File: src/positional_list_engine_core_macros.svh
// Assertion macros for the positional list engine.
// Included by modules that carry concurrent checks; needs clk and rst_n in scope.
`ifndef POSITIONAL_LIST_ENGINE_CORE_MACROS_SVH
`define POSITIONAL_LIST_ENGINE_CORE_MACROS_SVH
`ifndef SYNTHESIS
`define PLE_ASSERT_ALWAYS(lbl, cond, msg) \
  lbl: assert property (@(posedge clk) disable iff (!rst_n) (cond)) else $error(msg);
`define PLE_ASSERT_IMPL(lbl, ante, cons, msg) \
  lbl: assert property (@(posedge clk) disable iff (!rst_n) (ante) |-> (cons)) else $error(msg);
`define PLE_ASSERT_NEXT(lbl, ante, cons, msg) \
  lbl: assert property (@(posedge clk) disable iff (!rst_n) (ante) |=> (cons)) else $error(msg);
`else
`define PLE_ASSERT_ALWAYS(lbl, cond, msg)
`define PLE_ASSERT_IMPL(lbl, ante, cons, msg)
`define PLE_ASSERT_NEXT(lbl, ante, cons, msg)
`endif
`endif

File: src/ple_pkg.sv
// Shared types and codes for the positional list engine.
// No dependencies; used by ple_cell, ple_find and the top level.
package ple_pkg;

  localparam int PLE_DEPTH = 32;
  // Cell index field sized for the largest supported depth (1024).
  localparam int IDX_W = 10;

  localparam logic [2:0] REQ_FILL   = 3'd0;
  localparam logic [2:0] REQ_INSERT = 3'd1;
  localparam logic [2:0] REQ_DELETE = 3'd2;
  localparam logic [2:0] REQ_FIND   = 3'd3;
  localparam logic [2:0] REQ_AMEND  = 3'd4;

  localparam logic [1:0] ST_OK       = 2'd0;
  localparam logic [1:0] ST_BADPOS   = 2'd1;
  localparam logic [1:0] ST_FULL     = 2'd2;
  localparam logic [1:0] ST_NOTFOUND = 2'd3;

  typedef enum logic [2:0] {
    OP_HOLD,
    OP_FILL,
    OP_INS,
    OP_DEL,
    OP_WR
  } cell_op_t;

  typedef struct packed {
    cell_op_t         op;
    logic [IDX_W-1:0] idx;
  } cell_cmd_t;

endpackage

File: src/ple_cell.sv
// One list slot: holds an entry, shifts with its neighbors, compares for find.
// Depends on ple_pkg.
module ple_cell import ple_pkg::*; #(
  parameter int DEPTH = PLE_DEPTH,
  parameter int IDX   = 0,
  localparam int CW   = $clog2(DEPTH + 1)
) (
  input  logic              clk,
  input  logic              rst_n,
  input  cell_cmd_t         cmd,
  input  logic [31:0]       wr_val,
  input  logic [31:0]       left_entry,
  input  logic [31:0]       right_entry,
  input  logic [CW-1:0]     count,
  output logic [31:0]       entry,
  output logic              hit
);

  localparam logic [IDX_W-1:0] MY_IDX = IDX_W'(IDX);
  localparam logic [CW:0]      MY_IDX_C = (CW + 1)'(IDX);

  logic [31:0] entry_r, entry_nxt;
  logic        hit_r;

  always_comb begin
    entry_nxt = entry_r;
    case (cmd.op)
      OP_FILL: entry_nxt = 32'(IDX + 1);
      OP_INS: begin
        if (MY_IDX > cmd.idx) entry_nxt = left_entry;
        else if (MY_IDX == cmd.idx) entry_nxt = wr_val;
      end
      OP_DEL: begin
        if (MY_IDX >= cmd.idx) entry_nxt = right_entry;
      end
      OP_WR: begin
        if (MY_IDX == cmd.idx) entry_nxt = wr_val;
      end
      default: entry_nxt = entry_r;
    endcase
  end

  always_ff @(posedge clk) begin
    entry_r <= entry_nxt;
    if (!rst_n) begin
      hit_r <= 1'b0;
    end else begin
      // live slot whose content matches the search word
      hit_r <= (entry_r == wr_val) && ({1'b0, count} > MY_IDX_C);
    end
  end

  assign entry = entry_r;
  assign hit   = hit_r;

endmodule

File: src/ple_find.sv
// First-hit encoder over the cell match flags, registered.
// Depends on ple_pkg.
module ple_find import ple_pkg::*; #(
  parameter int DEPTH = PLE_DEPTH,
  localparam int CW   = $clog2(DEPTH + 1)
) (
  input  logic             clk,
  input  logic             rst_n,
  input  logic             en,
  input  logic [DEPTH-1:0] hits,
  output logic             any_hit,
  output logic [CW-1:0]    first_pos
);

  logic          any_r, any_nxt;
  logic [CW-1:0] pos_r, pos_nxt;

  always_comb begin
    any_nxt = |hits;
    pos_nxt = '0;
    for (int j = DEPTH - 1; j >= 0; j--) begin
      if (hits[j]) pos_nxt = CW'(j + 1);
    end
  end

  always_ff @(posedge clk) begin
    if (!rst_n) begin
      any_r <= 1'b0;
      pos_r <= '0;
    end else if (en) begin
      any_r <= any_nxt;
      pos_r <= pos_nxt;
    end
  end

  assign any_hit   = any_r;
  assign first_pos = pos_r;

endmodule

File: src/positional_list_engine_core.sv
// Positional list engine: one request word in, one result word out.
// One request at a time: a word is accepted only in S_IDLE, then runs S_EXEC,
// S_SRCH for find, and S_RESP, which waits for the output register to be free.
// A finished result sits in the output register while the next word is accepted.
// Reset (rst_n low, synchronous) empties the list; entry contents are undefined
// until written by fill or insert.
module positional_list_engine_core import ple_pkg::*; #(
  parameter int DEPTH = PLE_DEPTH
) (
  input  logic        clk,
  input  logic        rst_n,
  input  logic        in_valid,
  output logic        in_stall,
  input  logic [2:0]  in_req_type,
  input  logic [5:0]  in_position,
  input  logic [31:0] in_value,
  input  logic [5:0]  in_fill_count,
  output logic        out_valid,
  input  logic        out_stall,
  output logic [1:0]  out_status,
  output logic [5:0]  out_found_position,
  output logic [5:0]  out_list_length
);

`include "positional_list_engine_core_macros.svh"

  localparam int CW   = $clog2(DEPTH + 1);
  // compare width: room for position, count and count+1
  localparam int CMPW = ((CW > 6) ? CW : 6) + 1;

  typedef enum logic [1:0] {
    S_IDLE,
    S_EXEC,   // decide, update cells, capture match flags
    S_SRCH,   // find only: encode first hit
    S_RESP    // load output register once it is free
  } state_t;

  state_t        state_r, state_nxt;
  logic [CW-1:0] count_r, count_nxt;
  logic [1:0]    status_r, status_nxt;

  // latched request word
  logic [2:0]  req_r;
  logic [5:0]  pos_r;
  logic [31:0] val_r;
  logic [5:0]  fcnt_r;

  logic        out_valid_r, out_valid_nxt;
  logic [1:0]  out_status_r, out_status_nxt;
  logic [5:0]  out_found_r, out_found_nxt;
  logic [5:0]  out_len_r, out_len_nxt;

  cell_cmd_t   cmd;
  logic        in_acc;
  logic        out_free;

  logic [31:0]      entry_q [DEPTH];
  logic [DEPTH-1:0] hit_q;
  logic             any_hit;
  logic [CW-1:0]    first_pos;

  logic [CMPW-1:0] pos_ext, pos_eff, cnt_ext, fcnt_ext, depth_c;

  assign in_stall = (state_r != S_IDLE);
  assign in_acc   = in_valid && !in_stall;
  assign out_free = !out_valid_r || !out_stall;

  assign pos_ext  = CMPW'(pos_r);
  assign pos_eff  = (pos_r == 6'd0) ? CMPW'(1) : pos_ext;   // position 0 acts as 1
  assign cnt_ext  = CMPW'(count_r);
  assign fcnt_ext = CMPW'(fcnt_r);
  assign depth_c  = CMPW'(DEPTH);

  // Request decode: runs in S_EXEC against the latched word and current count.
  always_comb begin
    cmd.op     = OP_HOLD;
    cmd.idx    = IDX_W'(pos_eff - CMPW'(1));
    count_nxt  = count_r;
    status_nxt = status_r;
    if (state_r == S_EXEC) begin
      status_nxt = ST_OK;
      case (req_r)
        REQ_FILL: begin
          if (fcnt_ext > depth_c) begin
            status_nxt = ST_FULL;
          end else begin
            cmd.op    = OP_FILL;
            count_nxt = CW'(fcnt_ext);
          end
        end
        REQ_INSERT: begin
          // bad position is checked before full
          if (pos_eff > cnt_ext + CMPW'(1)) begin
            status_nxt = ST_BADPOS;
          end else if (cnt_ext >= depth_c) begin
            status_nxt = ST_FULL;
          end else begin
            cmd.op    = OP_INS;
            count_nxt = CW'(cnt_ext + CMPW'(1));
          end
        end
        REQ_DELETE: begin
          if (pos_eff > cnt_ext) begin
            status_nxt = ST_BADPOS;
          end else begin
            cmd.op    = OP_DEL;
            count_nxt = CW'(cnt_ext - CMPW'(1));
          end
        end
        REQ_FIND: status_nxt = ST_OK;   // settled after the encoder
        REQ_AMEND: begin
          // amend at position zero is a silent no-op
          if (pos_r == 6'd0) begin
            status_nxt = ST_OK;
          end else if (pos_ext > cnt_ext) begin
            status_nxt = ST_BADPOS;
          end else begin
            cmd.op  = OP_WR;
            cmd.idx = IDX_W'(pos_ext - CMPW'(1));
          end
        end
        default: status_nxt = ST_BADPOS;
      endcase
    end
  end

  // Sequencer and output register
  always_comb begin
    state_nxt      = state_r;
    out_valid_nxt  = out_valid_r && out_stall;
    out_status_nxt = out_status_r;
    out_found_nxt  = out_found_r;
    out_len_nxt    = out_len_r;
    case (state_r)
      S_IDLE: if (in_acc) state_nxt = S_EXEC;
      S_EXEC: state_nxt = (req_r == REQ_FIND) ? S_SRCH : S_RESP;
      S_SRCH: state_nxt = S_RESP;
      S_RESP: begin
        if (out_free) begin
          state_nxt     = S_IDLE;
          out_valid_nxt = 1'b1;
          out_len_nxt   = 6'(count_r);
          if (req_r == REQ_FIND) begin
            out_status_nxt = any_hit ? ST_OK : ST_NOTFOUND;
            out_found_nxt  = any_hit ? 6'(first_pos) : 6'd0;
          end else begin
            out_status_nxt = status_r;
            out_found_nxt  = 6'd0;
          end
        end
      end
      default: state_nxt = S_IDLE;
    endcase
  end

  always_ff @(posedge clk) begin
    if (!rst_n) begin
      state_r     <= S_IDLE;
      count_r     <= '0;
      status_r    <= ST_OK;
      out_valid_r <= 1'b0;
    end else begin
      state_r     <= state_nxt;
      count_r     <= count_nxt;
      status_r    <= status_nxt;
      out_valid_r <= out_valid_nxt;
    end
    if (in_acc) begin
      req_r  <= in_req_type;
      pos_r  <= in_position;
      val_r  <= in_value;
      fcnt_r <= in_fill_count;
    end
    out_status_r <= out_status_nxt;
    out_found_r  <= out_found_nxt;
    out_len_r    <= out_len_nxt;
  end

  // Row of list cells, each linked to its two neighbors.
  for (genvar j = 0; j < DEPTH; j++) begin : g_cell
    logic [31:0] left_w, right_w;
    if (j == 0) begin : g_first
      assign left_w = '0;
    end else begin : g_mid_l
      assign left_w = entry_q[j-1];
    end
    if (j == DEPTH - 1) begin : g_last
      assign right_w = '0;
    end else begin : g_mid_r
      assign right_w = entry_q[j+1];
    end
    ple_cell #(
      .DEPTH (DEPTH),
      .IDX   (j)
    ) u_cell (
      .clk         (clk),
      .rst_n       (rst_n),
      .cmd         (cmd),
      .wr_val      (val_r),
      .left_entry  (left_w),
      .right_entry (right_w),
      .count       (count_r),
      .entry       (entry_q[j]),
      .hit         (hit_q[j])
    );
  end

  ple_find #(
    .DEPTH (DEPTH)
  ) u_find (
    .clk       (clk),
    .rst_n     (rst_n),
    .en        (state_r == S_SRCH),
    .hits      (hit_q),
    .any_hit   (any_hit),
    .first_pos (first_pos)
  );

  assign out_valid          = out_valid_r;
  assign out_status         = out_status_r;
  assign out_found_position = out_found_r;
  assign out_list_length    = out_len_r;

  `PLE_ASSERT_ALWAYS(a_count_bound, count_r <= CW'(DEPTH), "list count above depth")
  `PLE_ASSERT_NEXT(a_accept_exec, in_acc, state_r == S_EXEC, "accepted word not executed")
  `PLE_ASSERT_NEXT(a_count_only_exec, state_r != S_EXEC, $stable(count_r), "count moved outside exec")
  `PLE_ASSERT_NEXT(a_resp_loads, (state_r == S_RESP) && out_free, out_valid_r && (state_r == S_IDLE), "result not loaded")

endmodule

File: config.mk
export PLATFORM = sky130hd
export DESIGN_NAME = positional_list_engine_core
export DESIGN_NICKNAME = d
export VERILOG_FILES = /design/src/ple_pkg.sv /design/src/ple_cell.sv /design/src/ple_find.sv /design/src/positional_list_engine_core.sv
export VERILOG_INCLUDE_DIRS = /design/src /design/src/src
export SDC_FILE = /design/constraint.sdc
export NUM_CORES = 2
export LEC_CHECK = 0
export BUFFER_PORTS_ARGS = -buffer_cell sky130_fd_sc_hd__buf_2
export CAP_MARGIN = 15
export CORE_MARGIN = 5
export CORE_UTILIZATION = 30
export DETAILED_ROUTE_END_ITERATION = 16
export RECOVER_POWER = 50
export SETUP_SLACK_MARGIN = 0.02
export SYNTH_ARGS = -nofsm -noshare
export SYNTH_HDL_FRONTEND = slang
export SYNTH_SLANG_ARGS = --single-unit
File: constraint.sdc
create_clock -name clk -period 4.88 [get_ports clk]
set_input_delay 0.976 -clock clk [delete_from_list [all_inputs] [get_ports clk]]
set_output_delay 0.976 -clock clk [all_outputs]
set_load 0.01 [all_outputs]
### After elaboration in Yosys (flattened, before gate mapping)

Cells that the tools add are included.

| word-level totals | value |
|---|---|
| flip-flop bits (word level) | 1135 |
| bits in latches | 0 |
| RAM bits | 0 |
| ROM bits | 0 |
| input port bits | 51 |
| output and inout port bits | 16 |
| logic and storage cells | 566 |
| memories kept | 0 |

| cells by class | value |
|---|---|
| add/subtract/negate cells | 4 |
| $mul | 0 |
| div/mod/pow operators | 0 |
| magnitude comparators | 101 |
| eq/ne operators | 112 |
| shifts and indexed selects | 0 |
| mux-type cells | 190 |
| bitwise operators | 0 |
| reduce and logical (&&, ||, !) cells | 82 |

Operators with widths:

| operator | number |
|---|---|
| 32-bit case mux with 4 select lines | 32 |
| 32-bit 2-to-1 mux | 96 |
| 32-bit equality test | 32 |
| 6-bit 2-to-1 mux | 37 |
| 5-bit by 10-bit equality test with 1-bit output (first input constant) | 16 |
| 5-bit by 10-bit greater-or-equal comparator with 1-bit output (first input constant) | 16 |
| 5-bit by 10-bit > comparator with 1-bit output (first input constant) | 16 |
| 6-bit by 5-bit > comparator with 1-bit output (second input constant) | 16 |
| 4-bit by 10-bit equality test with 1-bit output (first input constant) | 8 |
| 4-bit by 10-bit greater-or-equal comparator with 1-bit output (first input constant) | 8 |
| 4-bit by 10-bit > comparator with 1-bit output (first input constant) | 8 |
| 2-bit AND reduction | 35 |
| 2-bit by 1-bit != test with 1-bit output (second input constant) | 32 |
| 6-bit by 4-bit > comparator with 1-bit output (second input constant) | 8 |
| 3-bit by 10-bit equality test with 1-bit output (first input constant) | 4 |
| 3-bit by 10-bit greater-or-equal comparator with 1-bit output (first input constant) | 4 |
| 3-bit by 10-bit > comparator with 1-bit output (first input constant) | 4 |
| 13-bit 2-to-1 mux | 3 |
| 1-bit logical AND | 34 |
| 32-bit OR reduction | 1 |
| 6-bit by 3-bit > comparator with 1-bit output (second input constant) | 4 |
| 2-bit by 10-bit equality test with 1-bit output (first input constant) | 2 |
| 1-bit by 10-bit greater-or-equal comparator with 1-bit output (first input constant) | 2 |
| 2-bit by 10-bit greater-or-equal comparator with 1-bit output (first input constant) | 2 |
| other kinds (35) | 69 |

### Depth between registers and ports, before layout

| logic depth | value |
|---|---|
| word-level depth | 32 |
| gate-level depth with buffers | 19 |
| mapped depth without buffers | 15 |

### Modules after synthesis

Synthesis repeated with hierarchy kept, for this count alone.

| unflattened totals | value |
|---|---|
| cell total of the unflattened synthesis | 7375 |
| area, all modules | 81310.5 µm² |

By module, submodules not included:

| module | times used | cells each | area each (µm²) | sequential area each (µm²) |
|---|---|---|---|---|
| positional_list_engine_core | 1 | 294 | 3590.9 | 2052.0 |
| ple_cell (g_cell[31].u_cell) | 1 | 286 | 2905.3 | 980.9 |
| ple_cell (g_cell[7].u_cell) | 1 | 238 | 2591.2 | 980.9 |
| ple_cell (g_cell[8].u_cell) | 1 | 209 | 2591.2 | 980.9 |
| ple_cell (g_cell[13].u_cell) | 1 | 241 | 2588.7 | 980.9 |
| ple_cell (g_cell[16].u_cell) | 1 | 246 | 2586.2 | 980.9 |
| ple_cell (g_cell[9].u_cell) | 1 | 239 | 2582.5 | 980.9 |
| ple_cell (g_cell[23].u_cell) | 1 | 238 | 2581.2 | 980.9 |
| ple_cell (g_cell[5].u_cell) | 1 | 239 | 2575.0 | 980.9 |
| ple_cell (g_cell[29].u_cell) | 1 | 245 | 2570.0 | 980.9 |
| ple_cell (g_cell[2].u_cell) | 1 | 208 | 2536.2 | 980.9 |
| ple_cell (g_cell[21].u_cell) | 1 | 214 | 2487.4 | 980.9 |
| ple_cell (g_cell[17].u_cell) | 1 | 209 | 2421.1 | 980.9 |
| ple_cell (g_cell[4].u_cell) | 1 | 209 | 2354.8 | 980.9 |
| +20 rows | -- | -- | -- | -- |

### Worst setup path before layout

OpenSTA, ideal clock, no wires.

| path | value |
|---|---|
| path kind | register to register |
| start | reg count_r[4] |
| end | reg g_cell[4].u_cell.entry_r[0], enable pin |
| arrival time | 4.787 ns |
| data required time | 4.439 ns |
| path slack | -0.348 ns |
| cell stages (with the launch flop) | 15 |
| path buffers | 5 |
| cell sequence | dfxtp_1 clkbuf_1 clkinv_1 ha_1 o21a_1 o22ai_4 a21o_2 buf_4 nand2_2 a21oi_4 buf_6 nand4_1 buf_2 buf_1 a31oi_1 |

| between the ends | value |
|---|---|
| longest elaborated chain between the ends | 8 |
| elaborated cells on any way between the ends | 21 |
| classes of those cells | 1 x add/sub; 5 x order compare; 5 x eq/ne; 8 x mux; 2 x reduce/logical |

Ends and longest elaborated chain:

| element | line | text |
|---|---|---|
| start, declared | positional_list_engine_core.sv:39 | `logic [CW-1:0] count_r, count_nxt;` |
| start signal, assigned | positional_list_engine_core.sv:164 | `count_r <= count_nxt;` |
| 6-bit by 1-bit adder with 7-bit output, or another cell as far along | -- |  |
| 6-bit by 7-bit > comparator with 1-bit output, or another cell as far along | positional_list_engine_core.sv:93 | `if (pos_eff > cnt_ext + CMPW'(1)) begin` |
| 2-bit 2-to-1 mux or 13-bit 2-to-1 mux (tied branches) | positional_list_engine_core.sv:93, positional_list_engine_core.sv:113 |  |
| 3-bit case mux with 4 select lines or 10-bit 2-to-1 mux (tied branches) | positional_list_engine_core.sv:82 | `case (req_r)` |
| 13-bit 2-to-1 mux * | positional_list_engine_core.sv:80 | `if (state_r == S_EXEC) begin` |
| 3-bit by 2-bit equality test with 1-bit output, or another cell as far along | ple_cell.sv:27 | `case (cmd.op)` |
| 2-bit by 1-bit != test with 1-bit output (no source line) or 4-bit nonzero test (tied branches) | -- |  |
| 2-bit AND reduction (no source line) * | -- |  |
| end signal, assigned | ple_cell.sv:44 | `entry_r <= entry_nxt;` |
| end, declared | ple_cell.sv:22 | `logic [31:0] entry_r, entry_nxt;` |

Every way passes the cells marked *; elsewhere a longest branch is shown, timed or not.
A chain may end at the register's enable or synchronous reset.

### Final worst setup path

| path | value |
|---|---|
| start | reg val_r[23] |
| end | reg g_cell[25].u_cell.hit_r |

| between the ends | value |
|---|---|
| longest elaborated chain between the ends | 2 |

Ends and longest elaborated chain:

| element | line | text |
|---|---|---|
| start, declared | positional_list_engine_core.sv:45 | `logic [31:0] val_r;` |
| start signal, assigned | positional_list_engine_core.sv:171 | `val_r <= in_value;` |
| 32-bit equality test | ple_cell.sv:49 | `hit_r <= (entry_r == wr_val) && ({1'b0, count} > MY_IDX_C);` |
| 1-bit logical AND | ple_cell.sv:49 |  |
| end signal, assigned | ple_cell.sv:49 |  |
| end, declared | ple_cell.sv:23 | `logic hit_r;` |

No other way between the ends.

==> run summary <==
### Routing
• 64400 — DR vias
• 10300 — iteration-0 DRC count of the detailed router
• 6.24 — per-cell via count in the routed design
• 8 — count of TritonRoute iterations in the first routing pass
• 30.0 um — routed length per placed instance
• 0 — number of design rule violations left after detail routing
• 0 — Antenna Violating Nets Remaining
• 310000 um — WL final

### Timing
• 106 — max-slew violations
• 99.7% — Tcrit/Tclk final
• 4870 ps — shortest clock period the worst path allows after layout
• -75.2% — Slew Limit Headroom
• no — RSZ-0062 raised after global routing
• 0 ps — final setup TNS
• 14.6 ps — min setup slack post-route
• 341 ps — hold slack final
• 0 — final-report hold violation count
• 0 — Setup-failing EPs final
• 206 MHz — maximum operating frequency
• 2630 ps — Worst-Margin Slew
• 43.3 ps — Worst Skew

### Yosys
• 43.7% — area share of the largest cell type after synthesis
• edfxtp_1 — most used standard cell by instance count after synthesis
• 98 — count of distinct cell types in the synthesized netlist
• 0% — fraction of registers with async set or reset after synthesis
• edfxtp_1 (44%), mux2i_1 (11%), xor2_1 (7.5%) — leading cell types by total area after synthesis
• 74500 um2 — cell area after synthesis
• edfxtp_1 — dominant cell type by area after synthesis
• 0 — total of warnings raised by yosys
• 7052 — Syn Inst Count
• 1085 — count of flip-flops with a built-in enable after synthesis
• edfxtp_1 — Main synth FF type
• 45.1% — sequential cell area fraction in the yosys report
• 1135 — flip-flop and latch count after synthesis
• 10.6 um2 — Mapped Avg Cell Area
• 7129 — Post-Synthesis Net Count
• edfxtp_1 (1085), o21ai_0 (848), mux2i_1 (806) — list of most frequent post-synthesis cells

### Power and ir drop
• 39.3% — Switching Share
• 0.0215 W — Int Pwr
• 0.336 mV — maximum ir drop on the vdd rail
• 29.8 nW — leakage
• 28.5% — Clk network pwr share
• 0.0139 W — switching pwr
• 30.5% — logic gate share of total power
• 0.0353 W — post-route total power
• 41.0% — Flop pwr share
• 418 nW/um2 — ratio of total power to cell area

### Cells and area
• 6953 — Total Nets Final
• 13.3% — area delta synth->final
• 24700 — fill count
• 9.48% — fraction of final layout cells sized beyond drive strength 1
• 10300 — number of cells in the finished layout apart from fillers

### Placement
• 0.949 — gp weighted congestion
• 211000 um — post-DP HPWL
• 10100 — Cells after DPL
• 66 — quantity of I/O buffers inserted on ports
• 400 ps — worst slack at placement

### Clock tree
• 4 — H-tree lvl count
• 3 — maximum clock path buffer count
• 1135 — Num Clock Sinks
• clkbuf_16 — clock root buffer master
• 0 — Post-CTS Setup Repair Bufs
• 135 — clock buffers created by TritonCTS
• 0 — hold bufs inserted after CTS
• 60 ps — register clock-pin slew on the reported worst setup and hold paths
• 810 ps — clock latency at the later pin of the worst-skew pair
• done — CTS tree

### Setup path
• register to register — path type of the worst setup path
• 5550 ps — critical path data required time
• 29 — maximum fanout encountered on the critical timing path
• 7 — number of cells on the worst reg-to-reg path
• 5540 ps — data arrival time of the worst path
• register — nature of the critical path startpoint
• register — nature of the critical path endpoint

### Die
• 248000 um2 — floorplan core area
• 183 — number of placement rows
• 258000 um2 — Die Footprint
• 508 um — overall die height
• 67 — # IOs
• 30.0% — initial cell density of the core
• 508 um — chip width

### GRT
• 447000 um — global-route wire length before repair
• 12 — antenna violations before repair
• 0 — total global routing overflow
• 108 — maximum number of pins on one net before global-route repair
• 22.8% — total routing resource utilization after global routing
• 61700 — number of global-route vias before repair

### Run
• 4 — max capacitance violation total

### Run status
• max-capacitance violations, max-slew violations — violations in the final reports
• complete, but fails checks — status

### Min path
• input pin to register — classification of the worst-slack hold path
• 1 — cell depth of the worst min-delay path

==> final cells by class <==
| type | count | area (um2) | share of cell area [%] |
|---|---|---|---|
| multi-input combinational | 5164 | 38300 | 45.3 |
| tap | 3330 | 4170 | 4.93 |
| inverter | 51 | 191 | 0.227 |
| antenna | 12 | 30.0 | 0.0356 |
| sequential | 1135 | 33600 | 39.8 |
| clock inverter | 58 | 551 | 0.652 |
| timing repair buffer | 389 | 3950 | 4.68 |
| clock buffer | 187 | 3680 | 4.36 |
==> stage by stage <==
step | utilization, % | cell area [um2]
floorplan | - | 74600
global placement | 32.5 | 80500
detailed placement | 32.5 | 80500
CTS | 34.2 | 84800
global route | 34.0 | 84400
finish | 34.0 | 84400
==> sequential cells by signal, indices dropped and copies added (netlist names), 2 cells and up <==
name and count:
g_cell.u_cell.hit 32, out_found_position 6, out_status 2, fcnt_r 6, req_r 3, count_r 6
state_r 2, g_cell.u_cell.entry 1024, u_find.first_pos 6, status_r 2, out_list_length 6, pos_r 6
val_r 32
==> cells by family after synthesis <==
kind of cell | Yosys count | synth area share, %
adders and majority gates | 26 | 0.437
AOI/OAI and AO/OA | 2342 | 20.8
xor gates and xnor gates | 1012 | 11.9
and+or+nand+nor | 974 | 6.71
muxes | 810 | 10.9
buffers and inverters | 753 | 4.19
DFF | 1135 | 45.1
==> power by group through the flow <==
stage | registers [W] | clock network, W | logic, W
after global placement | 0.0146 | 0 | 0.0104
final | 0.0145 | 0.0101 | 0.0108
after detailed placement | 0.0146 | 0 | 0.0105
after global routing | 0.0145 | 0.0105 | 0.0112
after floorplan | 0.0135 | 0 | 0.00650
after CTS | 0.0144 | 0.0101 | 0.0106
==> routing by layer <==
metal / vias to the layer above / GRT usage (%) / share of wire (%)
li1: 26800 / - / -
met1: 32200 / 30.2 / 39
met2: 4570 / 35.0 / 45
met3: 814 / 5.72 / 11
met4: 6 / 10.4 / 5.0
met5: - / 0 / 0.012
==> worst paths after layout <==
path,start,to,slack [ps]
worst max-delay path,val_r[23]$_DFFE_PP_,g_cell[25].u_cell.hit$_SDFF_PN0_,10
worst min-delay path,in_value[7],val_r[7]$_DFFE_PP_,340
worst max register to register,val_r[23]$_DFFE_PP_,g_cell[25].u_cell.hit$_SDFF_PN0_,10
worst min register to register,u_find.first_pos[3]$_SDFFE_PN0N_,u_find.first_pos[3]$_SDFFE_PN0N_,470
==> cell usage in the layout, fill, tap and decap left out, drive strengths merged, types with 8 or more instances in the layout <==
master | synthesis | layout
o21ai | 918 | 918
o211ai | 14 | 14
clkinv | 8 | 52
mux2i | 807 | 807
nor4 | 182 | 182
dfxtp | 50 | 50
o21a | 9 | 9
and2 | 18 | 18
a221oi | 69 | 69
xor2 | 638 | 638
nor3 | 74 | 74
a31oi | 13 | 13
a22o | 58 | 58
a22oi | 709 | 709
o31ai | 9 | 9
and3 | 9 | 9
nor2 | 137 | 137
a221o | 157 | 157
a32oi | 34 | 34
a2111oi | 8 | 8
a21oi | 268 | 268
diode | 0 | 12
nand2 | 326 | 326
a21o | 16 | 16
a211oi | 15 | 15
o22ai | 9 | 9
buf | 225 | 332
nand3 | 60 | 60
xnor2 | 374 | 374
inv | 43 | 49
clkbuf | 477 | 244
ha | 26 | 26
edfxtp | 1085 | 1085
nand4 | 136 | 136
==> repair_timing <==
action	4_1_cts	5_1_grt
endpoints found under the setup margin	0	1
hold endpoints to repair	0	0
gates resized for setup	0	1
==> worst max-delay path, stage by stage (launching register included) <==
cell and delay [ps]:
edfxtp_1 890, clkbuf_1 1880, buf_4 500, xnor2_1 170, nand4_1 250, nor3_1 390
nand4_1 160, nor4_1 400
Note: power is estimated with default switching activity, not from simulation.
